## src/sv/jka_pkg.sv

```systemverilog
// shared types and constants for the joystick key autorepeat block
`default_nettype none
package jka_pkg;

    localparam int NUM_KEYS   = 5;
    localparam int NUM_SLOTS  = 11;
    localparam int STAMP_W    = 32;

    typedef logic [2:0] key_t;
    typedef logic [1:0] kind_t;
    typedef logic [1:0] reg_idx_t;
    typedef logic [NUM_KEYS-1:0][STAMP_W-1:0] stamp_arr_t;

    localparam key_t KEY_UP    = 3'd0;
    localparam key_t KEY_DOWN  = 3'd1;
    localparam key_t KEY_LEFT  = 3'd2;
    localparam key_t KEY_RIGHT = 3'd3;
    localparam key_t KEY_FIRE  = 3'd4;

    localparam kind_t KIND_RELEASE = 2'd0;
    localparam kind_t KIND_DOWN    = 2'd1;
    localparam kind_t KIND_TYPED   = 2'd2;

    localparam reg_idx_t REG_THRESHOLD = 2'd0;
    localparam reg_idx_t REG_DELAY     = 2'd1;
    localparam reg_idx_t REG_INTERVAL  = 2'd2;
    localparam reg_idx_t REG_PRESENT   = 2'd3;

    localparam logic [6:0]  THRESHOLD_RESET = 7'd50;
    localparam logic [15:0] DELAY_RESET     = 16'd500;
    localparam logic [15:0] INTERVAL_RESET  = 16'd100;

    // event slot positions in the batch mask
    localparam int SLOT_H_DOWN  = 5;
    localparam int SLOT_H_TYPED = 6;
    localparam int SLOT_V_DOWN  = 7;
    localparam int SLOT_V_TYPED = 8;
    localparam int SLOT_F_DOWN  = 9;
    localparam int SLOT_F_TYPED = 10;

    typedef struct packed {
        logic [NUM_SLOTS-1:0] mask;
        key_t                 h_key;
        key_t                 v_key;
    } event_batch_t;

endpackage
`default_nettype wire

```

## src/sv/jka_decode.sv

```systemverilog
// key detection, event batch and next key state for one poll
`default_nettype none
module jka_decode (
    input  wire logic [7:0]          stick_x,
    input  wire logic [7:0]          stick_y,
    input  wire logic                fire,
    input  wire logic [31:0]         now_ms,
    input  wire logic [6:0]          axis_threshold,
    input  wire logic [15:0]         initial_delay_ms,
    input  wire logic [15:0]         back_ms,
    input  wire logic [4:0]          held,
    input  wire jka_pkg::stamp_arr_t stamp,
    output jka_pkg::event_batch_t    batch,
    output logic [4:0]               held_next,
    output jka_pkg::stamp_arr_t      stamp_next
);
    import jka_pkg::*;

    logic signed [8:0] x_s;
    logic signed [8:0] y_s;
    logic signed [8:0] thr_s;
    logic signed [8:0] thr_neg;
    logic              right;
    logic              left;
    logic              up;
    logic              down;
    logic [4:0]        want;
    logic [4:0]        due;
    logic [4:0]        typ;
    logic [4:0]        fresh;
    logic [31:0]       now_back;
    key_t              hk;
    key_t              vk;

    always_comb
    begin
        x_s     = {stick_x[7], stick_x};
        y_s     = {stick_y[7], stick_y};
        thr_s   = {2'b00, axis_threshold};
        thr_neg = -thr_s;
        right   = x_s > thr_s;
        left    = !right && (x_s < thr_neg);
        up      = y_s > thr_s;
        down    = !up && (y_s < thr_neg);

        want = '0;
        want[KEY_UP]    = up;
        want[KEY_DOWN]  = down;
        want[KEY_LEFT]  = left;
        want[KEY_RIGHT] = right;
        want[KEY_FIRE]  = fire;

        now_back = now_ms - {16'd0, back_ms};
        for (int k = 0; k < NUM_KEYS; k++)
        begin
            due[k] = (now_ms - stamp[k]) > {16'd0, initial_delay_ms};
        end
        fresh = want & ~held;
        typ   = want & (~held | due);

        hk = right ? KEY_RIGHT : KEY_LEFT;
        vk = up ? KEY_UP : KEY_DOWN;

        batch.h_key = hk;
        batch.v_key = vk;
        batch.mask  = '0;
        batch.mask[NUM_KEYS-1:0]  = ~want & held;
        batch.mask[SLOT_H_DOWN]   = fresh[hk];
        batch.mask[SLOT_H_TYPED]  = typ[hk];
        batch.mask[SLOT_V_DOWN]   = fresh[vk];
        batch.mask[SLOT_V_TYPED]  = typ[vk];
        batch.mask[SLOT_F_DOWN]   = fresh[KEY_FIRE];
        batch.mask[SLOT_F_TYPED]  = typ[KEY_FIRE];

        held_next = want;
        for (int k = 0; k < NUM_KEYS; k++)
        begin
            if (fresh[k])
            begin
                stamp_next[k] = now_ms;
            end
            else if (want[k] && due[k])
            begin
                stamp_next[k] = now_back;
            end
            else
            begin
                stamp_next[k] = stamp[k];
            end
        end
    end

endmodule
`default_nettype wire

```

## src/sv/jka_serializer.sv

```systemverilog
// pending event batch and output register, one event per cycle while the output is not stalled
`default_nettype none
module jka_serializer (
    input  wire logic                  clk,
    input  wire logic                  rst_n,
    input  wire logic                  batch_valid,
    input  wire jka_pkg::event_batch_t batch,
    output logic                       batch_ready,
    output logic                       out_valid,
    input  wire logic                  out_ready,
    output jka_pkg::key_t              out_key,
    output jka_pkg::kind_t             out_kind,
    output logic                       out_last
);
    import jka_pkg::*;

    logic [NUM_SLOTS-1:0] mask_reg;
    logic [NUM_SLOTS-1:0] mask_next;
    key_t                 h_key_reg;
    key_t                 v_key_reg;
    logic                 valid_reg;
    key_t                 key_reg;
    kind_t                kind_reg;
    logic                 last_reg;

    logic [NUM_SLOTS-1:0] lowest;
    logic [NUM_SLOTS-1:0] mask_after;
    logic [3:0]           idx;
    logic                 pop;
    key_t                 sel_key;
    kind_t                sel_kind;

    always_comb
    begin
        lowest     = mask_reg & (~mask_reg + 1'b1);
        mask_after = mask_reg & ~lowest;
        idx        = '0;
        for (int i = 0; i < NUM_SLOTS; i++)
        begin
            if (lowest[i])
            begin
                idx = idx | 4'(i);
            end
        end
        pop         = (mask_reg != '0) && (!valid_reg || out_ready);
        batch_ready = (mask_reg == '0) || (pop && (mask_after == '0));

        unique case (idx)
            4'd0:    begin sel_key = KEY_UP;    sel_kind = KIND_RELEASE; end
            4'd1:    begin sel_key = KEY_DOWN;  sel_kind = KIND_RELEASE; end
            4'd2:    begin sel_key = KEY_LEFT;  sel_kind = KIND_RELEASE; end
            4'd3:    begin sel_key = KEY_RIGHT; sel_kind = KIND_RELEASE; end
            4'd4:    begin sel_key = KEY_FIRE;  sel_kind = KIND_RELEASE; end
            4'd5:    begin sel_key = h_key_reg; sel_kind = KIND_DOWN;    end
            4'd6:    begin sel_key = h_key_reg; sel_kind = KIND_TYPED;   end
            4'd7:    begin sel_key = v_key_reg; sel_kind = KIND_DOWN;    end
            4'd8:    begin sel_key = v_key_reg; sel_kind = KIND_TYPED;   end
            4'd9:    begin sel_key = KEY_FIRE;  sel_kind = KIND_DOWN;    end
            4'd10:   begin sel_key = KEY_FIRE;  sel_kind = KIND_TYPED;   end
            default: begin sel_key = KEY_UP;    sel_kind = KIND_RELEASE; end
        endcase

        priority if (batch_valid && batch_ready)
        begin
            mask_next = batch.mask;
        end
        else if (pop)
        begin
            mask_next = mask_after;
        end
        else
        begin
            mask_next = mask_reg;
        end
    end

    always_ff @(posedge clk or negedge rst_n)
    begin
        if (!rst_n)
        begin
            mask_reg  <= '0;
            valid_reg <= 1'b0;
        end
        else
        begin
            mask_reg <= mask_next;
            if (pop)
            begin
                valid_reg <= 1'b1;
            end
            else if (out_ready)
            begin
                valid_reg <= 1'b0;
            end
        end
    end

    always_ff @(posedge clk)
    begin
        if (batch_valid && batch_ready)
        begin
            h_key_reg <= batch.h_key;
            v_key_reg <= batch.v_key;
        end
        if (pop)
        begin
            key_reg  <= sel_key;
            kind_reg <= sel_kind;
            last_reg <= (mask_after == '0);
        end
    end

    assign out_valid = valid_reg;
    assign out_key   = key_reg;
    assign out_kind  = kind_reg;
    assign out_last  = last_reg;

endmodule
`default_nettype wire

```

## src/sv/joystick_key_autorepeat_core.sv

```systemverilog
// top level of the joystick key autorepeat block
`default_nettype none
// One joystick poll is taken per request on the input stream and turned into
// zero to eight key events on the output stream: releases first in the order
// up, down, left, right, fire, then down and typed events for the detected
// keys. A poll is registered, decoded in one pass against the held flags and
// repeat stamps, and its events are handed to a serialiser that sends one
// event per cycle, unless the output stalls, through an output register, the
// last one flagged by tlast. A new poll is taken in the cycle its
// predecessor's last event is moved into the output register. Configuration
// registers sit on the APB port: threshold at 0x0, initial delay at 0x4,
// repeat interval at 0x8, present flag at 0xC.
module joystick_key_autorepeat_core (
    input  wire logic        clk,
    input  wire logic        rst_n,
    input  wire logic        s_axis_tvalid,
    output logic             s_axis_tready,
    // stick_x, stick_y, button_z, button_c, now_ms, zero pad
    input  wire logic [55:0] s_axis_tdata,
    output logic             m_axis_tvalid,
    input  wire logic        m_axis_tready,
    // key_code, event_kind, zero pad
    output logic [7:0]       m_axis_tdata,
    output logic             m_axis_tlast,
    input  wire logic        psel,
    input  wire logic        penable,
    input  wire logic        pwrite,
    input  wire logic [3:0]  paddr,
    input  wire logic [31:0] pwdata,
    output logic [31:0]      prdata,
    output logic             pready
);
    import jka_pkg::*;

    logic [6:0]   threshold_reg;
    logic [15:0]  delay_reg;
    logic [15:0]  interval_reg;
    logic         present_reg;

    logic         in_valid_reg;
    logic [7:0]   x_reg;
    logic [7:0]   y_reg;
    logic         fire_reg;
    logic [31:0]  now_reg;

    logic [4:0]   held_reg;
    stamp_arr_t   stamp_reg;

    logic [4:0]   held_next;
    stamp_arr_t   stamp_next;
    event_batch_t batch;
    logic         batch_ready;
    logic [15:0]  back_ms;
    logic         consume;
    logic         cfg_write;
    reg_idx_t     cfg_idx;
    key_t         out_key;
    kind_t        out_kind;

    assign pready    = 1'b1;
    assign cfg_idx   = paddr[3:2];
    assign cfg_write = psel && penable && pwrite && pready;
    assign back_ms   = (delay_reg >= interval_reg) ? (delay_reg - interval_reg) : 16'd0;
    assign consume   = in_valid_reg && batch_ready;
    assign s_axis_tready = !in_valid_reg || batch_ready;

    always_comb
    begin
        unique case (cfg_idx)
            REG_THRESHOLD: prdata = {25'd0, threshold_reg};
            REG_DELAY:     prdata = {16'd0, delay_reg};
            REG_INTERVAL:  prdata = {16'd0, interval_reg};
            REG_PRESENT:   prdata = {31'd0, present_reg};
            default:       prdata = '0;
        endcase
    end

    always_ff @(posedge clk or negedge rst_n)
    begin
        if (!rst_n)
        begin
            threshold_reg <= THRESHOLD_RESET;
            delay_reg     <= DELAY_RESET;
            interval_reg  <= INTERVAL_RESET;
            present_reg   <= 1'b1;
        end
        else if (cfg_write)
        begin
            unique case (cfg_idx)
                REG_THRESHOLD: threshold_reg <= pwdata[6:0];
                REG_DELAY:     delay_reg     <= pwdata[15:0];
                REG_INTERVAL:  interval_reg  <= pwdata[15:0];
                REG_PRESENT:   present_reg   <= pwdata[0];
                default:       threshold_reg <= threshold_reg;
            endcase
        end
    end

    // poll input register
    always_ff @(posedge clk or negedge rst_n)
    begin
        if (!rst_n)
        begin
            in_valid_reg <= 1'b0;
        end
        else if (s_axis_tvalid && s_axis_tready)
        begin
            in_valid_reg <= 1'b1;
        end
        else if (consume)
        begin
            in_valid_reg <= 1'b0;
        end
    end

    always_ff @(posedge clk)
    begin
        if (s_axis_tvalid && s_axis_tready)
        begin
            x_reg    <= s_axis_tdata[7:0];
            y_reg    <= s_axis_tdata[15:8];
            fire_reg <= s_axis_tdata[16] | s_axis_tdata[17];
            now_reg  <= s_axis_tdata[49:18];
        end
    end

    // held flags and repeat stamps
    always_ff @(posedge clk or negedge rst_n)
    begin
        if (!rst_n)
        begin
            held_reg  <= '0;
            stamp_reg <= '0;
        end
        else if (consume && present_reg)
        begin
            held_reg  <= held_next;
            stamp_reg <= stamp_next;
        end
    end

    jka_decode u_decode (
        .stick_x          (x_reg),
        .stick_y          (y_reg),
        .fire             (fire_reg),
        .now_ms           (now_reg),
        .axis_threshold   (threshold_reg),
        .initial_delay_ms (delay_reg),
        .back_ms          (back_ms),
        .held             (held_reg),
        .stamp            (stamp_reg),
        .batch            (batch),
        .held_next        (held_next),
        .stamp_next       (stamp_next)
    );

    jka_serializer u_serializer (
        .clk         (clk),
        .rst_n       (rst_n),
        .batch_valid (in_valid_reg && present_reg),
        .batch       (batch),
        .batch_ready (batch_ready),
        .out_valid   (m_axis_tvalid),
        .out_ready   (m_axis_tready),
        .out_key     (out_key),
        .out_kind    (out_kind),
        .out_last    (m_axis_tlast)
    );

    assign m_axis_tdata = {3'd0, out_kind, out_key};

    a_ready_when_empty: assert property (@(posedge clk) disable iff (!rst_n)
        !in_valid_reg |-> s_axis_tready)
        else $error("input register empty but request refused");

    a_vertical_exclusive: assert property (@(posedge clk) disable iff (!rst_n)
        !(held_reg[KEY_UP] && held_reg[KEY_DOWN]) &&
        !(held_reg[KEY_LEFT] && held_reg[KEY_RIGHT]))
        else $error("opposite directions held together");

    a_absent_keeps_state: assert property (@(posedge clk) disable iff (!rst_n)
        !present_reg |=> $stable(held_reg) && $stable(stamp_reg))
        else $error("key state changed while controller absent");

endmodule
`default_nettype wire

```

## config.mk

```make
export PLATFORM = sky130hd
export DESIGN_NAME = joystick_key_autorepeat_core
export DESIGN_NICKNAME = d
export VERILOG_FILES = /design/src/sv/jka_pkg.sv /design/src/sv/jka_decode.sv /design/src/sv/jka_serializer.sv /design/src/sv/joystick_key_autorepeat_core.sv
export SDC_FILE = /design/constraint.sdc
export NUM_CORES = 1
export LEC_CHECK = 0
export BUFFER_PORTS_ARGS = -buffer_cell sky130_fd_sc_hd__buf_2
export CORE_UTILIZATION = 30
export CTS_BUF_LIST = sky130_fd_sc_hd__clkbuf_8
export DETAILED_ROUTE_END_ITERATION = 10
export PLACE_DENSITY = 0.5
export SLEW_MARGIN = 20
export SYNTH_ARGS = -nofsm -noshare
export SYNTH_HDL_FRONTEND = slang
export SYNTH_SLANG_ARGS = --single-unit
```

## constraint.sdc

```tcl
create_clock -name clk -period 8.2 [get_ports clk]
set_input_delay 0.41 -clock clk [delete_from_list [all_inputs] [get_ports clk]]
set_output_delay 0.41 -clock clk [all_outputs]
set_load 0.03 [all_outputs]
```

==> results.toml, run 1 <==
[status]
status = "completed"

[clock_tree]
htree_levels = 2
cts-root-buf = "clkbuf_8"
cts_tree = "done"
cts_resized = 0
clock_path_buffers = 3
cts-buffers-inserted = 57
numClockSinks = 275
ctsHoldBuffers = 68
postCtsSetupRepairBufs = 0
clkTransAtPathRegs_ns = 0.06
insertion_delay_ns = 0.69

[synth]
ys_seq_area_share_pct = 27.2
synth_warnings = 0
ys_types = 91
ys_ff_latch = 275
ys.flop_type = "dfrtp_1"
syn_avg_cell_area_um2 = 8.49
syn_inst = 3114
async_reset_ff_share_pct = 79.3
netlist_area_um2 = 26400
synth_edf_count = 57

[layout]
layout.nets = 3692
largest_register_ffs = 160
layout_commonest_cell = "ha_1"
area_delta_synth_final_pct = 14.3
fillers = 9271
stdcell_area_um2 = 30200
final_cell_mix = "ha_1, inv_1, nand2_1"
drive_above_1_share_pct = 9.75

[timing]
slew_violations = 0
finalClockSkew_ns = 0.0434
max_freq_mhz = 141
grt_setup_unrepaired = "false"
relSlewSlack_pct = 22.9
setup_viol_count_final = 0
fin_crit_sh_pct = 86.4
finalSetupTns_ns = 0
hold_violations = 0
period_minus_slack_ns = 7.09
worst_pin_slew_ns = 1.14

[floorplan]
start_util_pct = 30.4
die_h_um = 299
core_um2 = 87000
rows = 108
chipWidth_um = 299
ios = 143
die_area_um2 = 89400

[placed_design]
gp_congestion = 0.934
place_area_um2 = 28400
hpwl_um = 66400
io_buffers = 98

[detailed_routing]
routed_wl_um = 89600
post_drt_wl_per_cell_um = 20.0
ant_nets = 0
vias = 23200
drtIter0Drc = 1758
via_per_inst = 5.18
drt_first_pass_iters = 5
drc_errors = 0

[global_route]
grt_util_met2_pct = 31.0
globalRouteMet1Util_pct = 28.0
grt_pass1_wl_um = 137000
grt_max_degree = 121
use_met3_pct = 3.06
gr-total-overflow = 0
track_usage_pct = 19.7
antenna_found_initial = 4
grt_pass1_vias = 22200
top_usage_layer = "met2"

[hold_path]
hold_path_class = "primary input to flop"

[worst_setup_path]
arrival_ns = 7.69
slowest_delay_ns = 0.72
cp_common_cell = "nand4_1"
crit_type = "flop to flop"
critPathLaunchType = "flop"
crit_required_ns = 8.80
critPathMaxFanout = 15
cp_slowest_cell = "o21ai_4"
crit_path_end_kind = "flop"
crit_chain = "inv_1 -> ha_1 -> inv_1 -> fa_1 -> a211oi_1 -> o21ai_0 -> a21o_1 -> a21o_1 -> a21o_1 -> a21oi_1 -> o21bai_1 -> a21oi_1 -> xnor2_1 -> ha_1 -> nand4_1 -> nor4_1 -> nand4_1 -> a21oi_1 -> nand4_1 -> nor4b_1 -> nand4_1 -> o21ai_4 -> buf_4 -> mux2i_1"

[job]
drv_cap = 0
==> through the flow <==
step,setup slack [ns],util (%),cells,hold slack [ns]
global placement,1.47,32.6,4316,0.476
finish,1.11,34.7,4491,0.118
CTS,1.35,34.7,4490,0.0625
floorplan,2.22,-,3132,0.114
detailed placement,1.39,32.6,4316,0.483
global route,0.817,34.7,4491,0.116
==> critical path, delay by kind of cell, from the launching register on <==
kind                     cells  cell delay [ns]
XOR/XNOR                     1             0.09
multiplexers                 1             0.21
AO/OA/AOI/OAI               10             2.98
AND/OR/NAND/NOR              6             1.56
adder cells (fa/ha/maj)      3             0.97
flip-flops                   1             0.47
buffers and inverters        3             0.70
==> cell type report <==
type	count	area [um^2]	area share (%)
sequential	275	7180	23.8
clock buffer	68	936	3.10
tap	1155	1450	4.78
timing repair buffer	233	1710	5.65
multi-input combinational	2466	17800	58.8
inverter	255	957	3.17
clock inverter	38	216	0.716
antenna	1	2.50	0.00828
==> routing by layer <==
layer / wire length, um / vias up
li1: - / 11500
met1: 43500 / 11000
met2: 39400 / 560
met3: 4710 / 109
met4: 2040 / 0
met5: 0 / -
==> Yosys cell counts, drive strengths merged (57+ instances only) <==
cell type    n  area, um^2
mux2i      209        2090
nor3        77         385
a21o        85         638
inv        255         957
clkbuf      86         323
xnor2      146        1280
nand3       69         345
nor2       208         781
a21oi      230        1150
xor2        61         534
nand2      260         976
dfrtp      205        5130
o21ai      203        1020
ha         298        3730
edfxtp      57        1710
==> cells by family (layout without fill, tap and decap cells) <==
group / after synthesis / in the layout / synth area share (%)
xor gates and xnor gates: 207 / 207 / 6.85
muxes: 250 / 250 / 9.70
DFF: 275 / 275 / 27.2
adders and majority gates: 306 / 306 / 14.7
buffers and inverters: 391 / 594 / 6.11
AOI/OAI and AO/OA: 796 / 796 / 19.2
other: 2 / 21 / 0.0284
and+or+nand+nor: 887 / 887 / 16.3
==> final timing paths <==
path / start / end / slack (ns) / depth (start not counted)
worst max-delay path: now_reg[0]$_DFFE_PP_ / stamp_reg[120]$_DFFE_PN0P_ / 1.11 / 24
worst min-delay path: m_axis_tready / u_serializer.out_valid$_DFFE_PN0P_ / 0.12 / 3
worst max register to register: now_reg[0]$_DFFE_PP_ / stamp_reg[120]$_DFFE_PN0P_ / 1.11 / 24
worst min register to register: stamp_reg[84]$_DFFE_PN0P_ / stamp_reg[84]$_DFFE_PN0P_ / 0.49 / 1
max in group asynchronous: rst_n / stamp_reg[95]$_DFFE_PN0P_ / 6.58 / 3
min in group asynchronous: rst_n / stamp_reg[103]$_DFFE_PN0P_ / 0.33 / 2
Power of run 1 is not shown: default switching activity piles up to over one toggle a cycle in this logic, so the estimate is an artifact.
==> inputs of run 2 (changes only) <==
REMOVE_ABC_BUFFERS = 1   (was not set)
==> results.toml, run 2 (same netlist as run 1, synthesis figures left out) <==
[status]
status = "completed"

[detailed_routing]
post_drt_wl_per_cell_um = 19.5
routed_wl_um = 87100
drtIter0Drc = 1526
vias = 23300
ant_nets = 0
drc_errors = 0
via_per_inst = 5.22
drt_first_pass_iters = 7

[clock_tree]
postCtsSetupRepairBufs = 0
cts-root-buf = "clkbuf_8"
cts_tree = "done"
cts_resized = 0
htree_levels = 2
numClockSinks = 275
ctsHoldBuffers = 69
insertion_delay_ns = 0.71
cts-buffers-inserted = 55
clkTransAtPathRegs_ns = 0.06
clock_path_buffers = 3

[placed_design]
hpwl_um = 66000
io_buffers = 98
gp_congestion = 0.903

[layout]
drive_above_1_share_pct = 9.29
area_delta_synth_final_pct = 14.2
layout.nets = 3672
layout_commonest_cell = "ha_1"
largest_register_ffs = 160
final_cell_mix = "ha_1, inv_1, nand2_1"
final_util_pct = 34.7

[timing]
max_freq_mhz = 142
grt_setup_unrepaired = "false"
hold_violations = 0
relSlewSlack_pct = 21.6
finalSetupTns_ns = 0
finalClockSkew_ns = 0.0540
whs_ns = 0.279
slew_violations = 0
setup_viol_count_final = 0
period_minus_slack_ns = 7.06
fin_crit_sh_pct = 86.1
worst_pin_slew_ns = 1.17

[hold_path]
hold_path_class = "primary input to flop"

[floorplan]
start_util_pct = 30.4
chipWidth_um = 299
rows = 108
core_um2 = 87000
ios = 143
die_h_um = 299
die_area_um2 = 89400

[worst_setup_path]
critPathMaxFanout = 20
crit_path_end_kind = "flop"
crit_type = "flop to flop"
arrival_ns = 7.65
crit_required_ns = 8.79
critPathLaunchType = "flop"

[global_route]
grt_max_degree = 111
grt_pass1_wl_um = 133000
track_usage_pct = 19.1
antenna_found_initial = 1
grt_pass1_vias = 22800
gr-total-overflow = 0

[job]
drv_cap = 0
run 2: changes by cell type in the layout (fill, tap and decap cells not counted), sizes merged:
cell,before,now
clkinv,15,17
bufinv,2,6
clkbuf,68,65
diode,1,2
inv,276,270
dlygate4sd3,68,69
buf,165,146
run 2: metrics by stage:
| step | instance area [um^2] | worst slack, ns | std cells |
|---|---|---|---|
| after floorplan | 25900 | 1.85 | 2996 |
| after global placement | 28300 | 1.32 | 4297 |
| after detailed placement | 28300 | 1.20 | 4297 |
| after CTS | 30200 | 1.08 | 4469 |
| after global routing | 30200 | 0.583 | 4470 |
| final | 30200 | 1.14 | 4471 |
run 2: final timing paths:
kind / start / endpoint / slack [ns] / cells after the start
max: now_reg[0]$_DFFE_PP_ / stamp_reg[123]$_DFFE_PN0P_ / 1.14 / 24
min: paddr[3] / present_reg$_DFFE_PN1P_ / 0.28 / 4
max reg2reg: now_reg[0]$_DFFE_PP_ / stamp_reg[123]$_DFFE_PN0P_ / 1.14 / 24
min reg2reg: stamp_reg[141]$_DFFE_PN0P_ / stamp_reg[141]$_DFFE_PN0P_ / 0.49 / 1
max in group asynchronous: rst_n / stamp_reg[80]$_DFFE_PN0P_ / 6.56 / 3
min in group asynchronous: rst_n / delay_reg[10]$_DFFE_PN0P_ / 0.39 / 2
run 2: per-layer routing:
layer	global-route usage [%]	vias to the layer above	wire length, um
li1	-	11500	-
met1	26.0	11300	41500
met2	31.8	451	40100
met3	1.91	132	3210
met4	5.56	0	2290
met5	0	-	0
run 2: cell type report:
class,count,area [um^2]
Clock buffer,65,895
Inverter,255,957
Antenna cell,2,5.00
Sequential cell,275,7180
Tap cell,1155,1450
Fill cell,9212,56800
Multi-Input combinational cell,2466,17800
Timing Repair Buffer,215,1600
Clock inverter,38,333
run 2: critical path: stages, from the launching register on:
cell      delay (ns)
edfxtp_1        0.46
inv_1           0.30
ha_1            0.29
inv_1           0.07
fa_1            0.42
a211oi_1        0.39
o21ai_0         0.23
a21o_1          0.21
a21o_1          0.19
a21o_1          0.18
a21oi_1         0.25
o21bai_1        0.09
a21oi_1         0.18
xnor2_1         0.12
ha_1            0.31
nand4_1         0.13
nor4_1          0.36
nand4_1         0.17
a21oi_1         0.41
nand4_1         0.15
nor4b_1         0.38
nand4_1         0.20
o21ai_4         0.86
buf_4           0.39
mux2i_1         0.21
Power of run 2 is left out for the same reason.
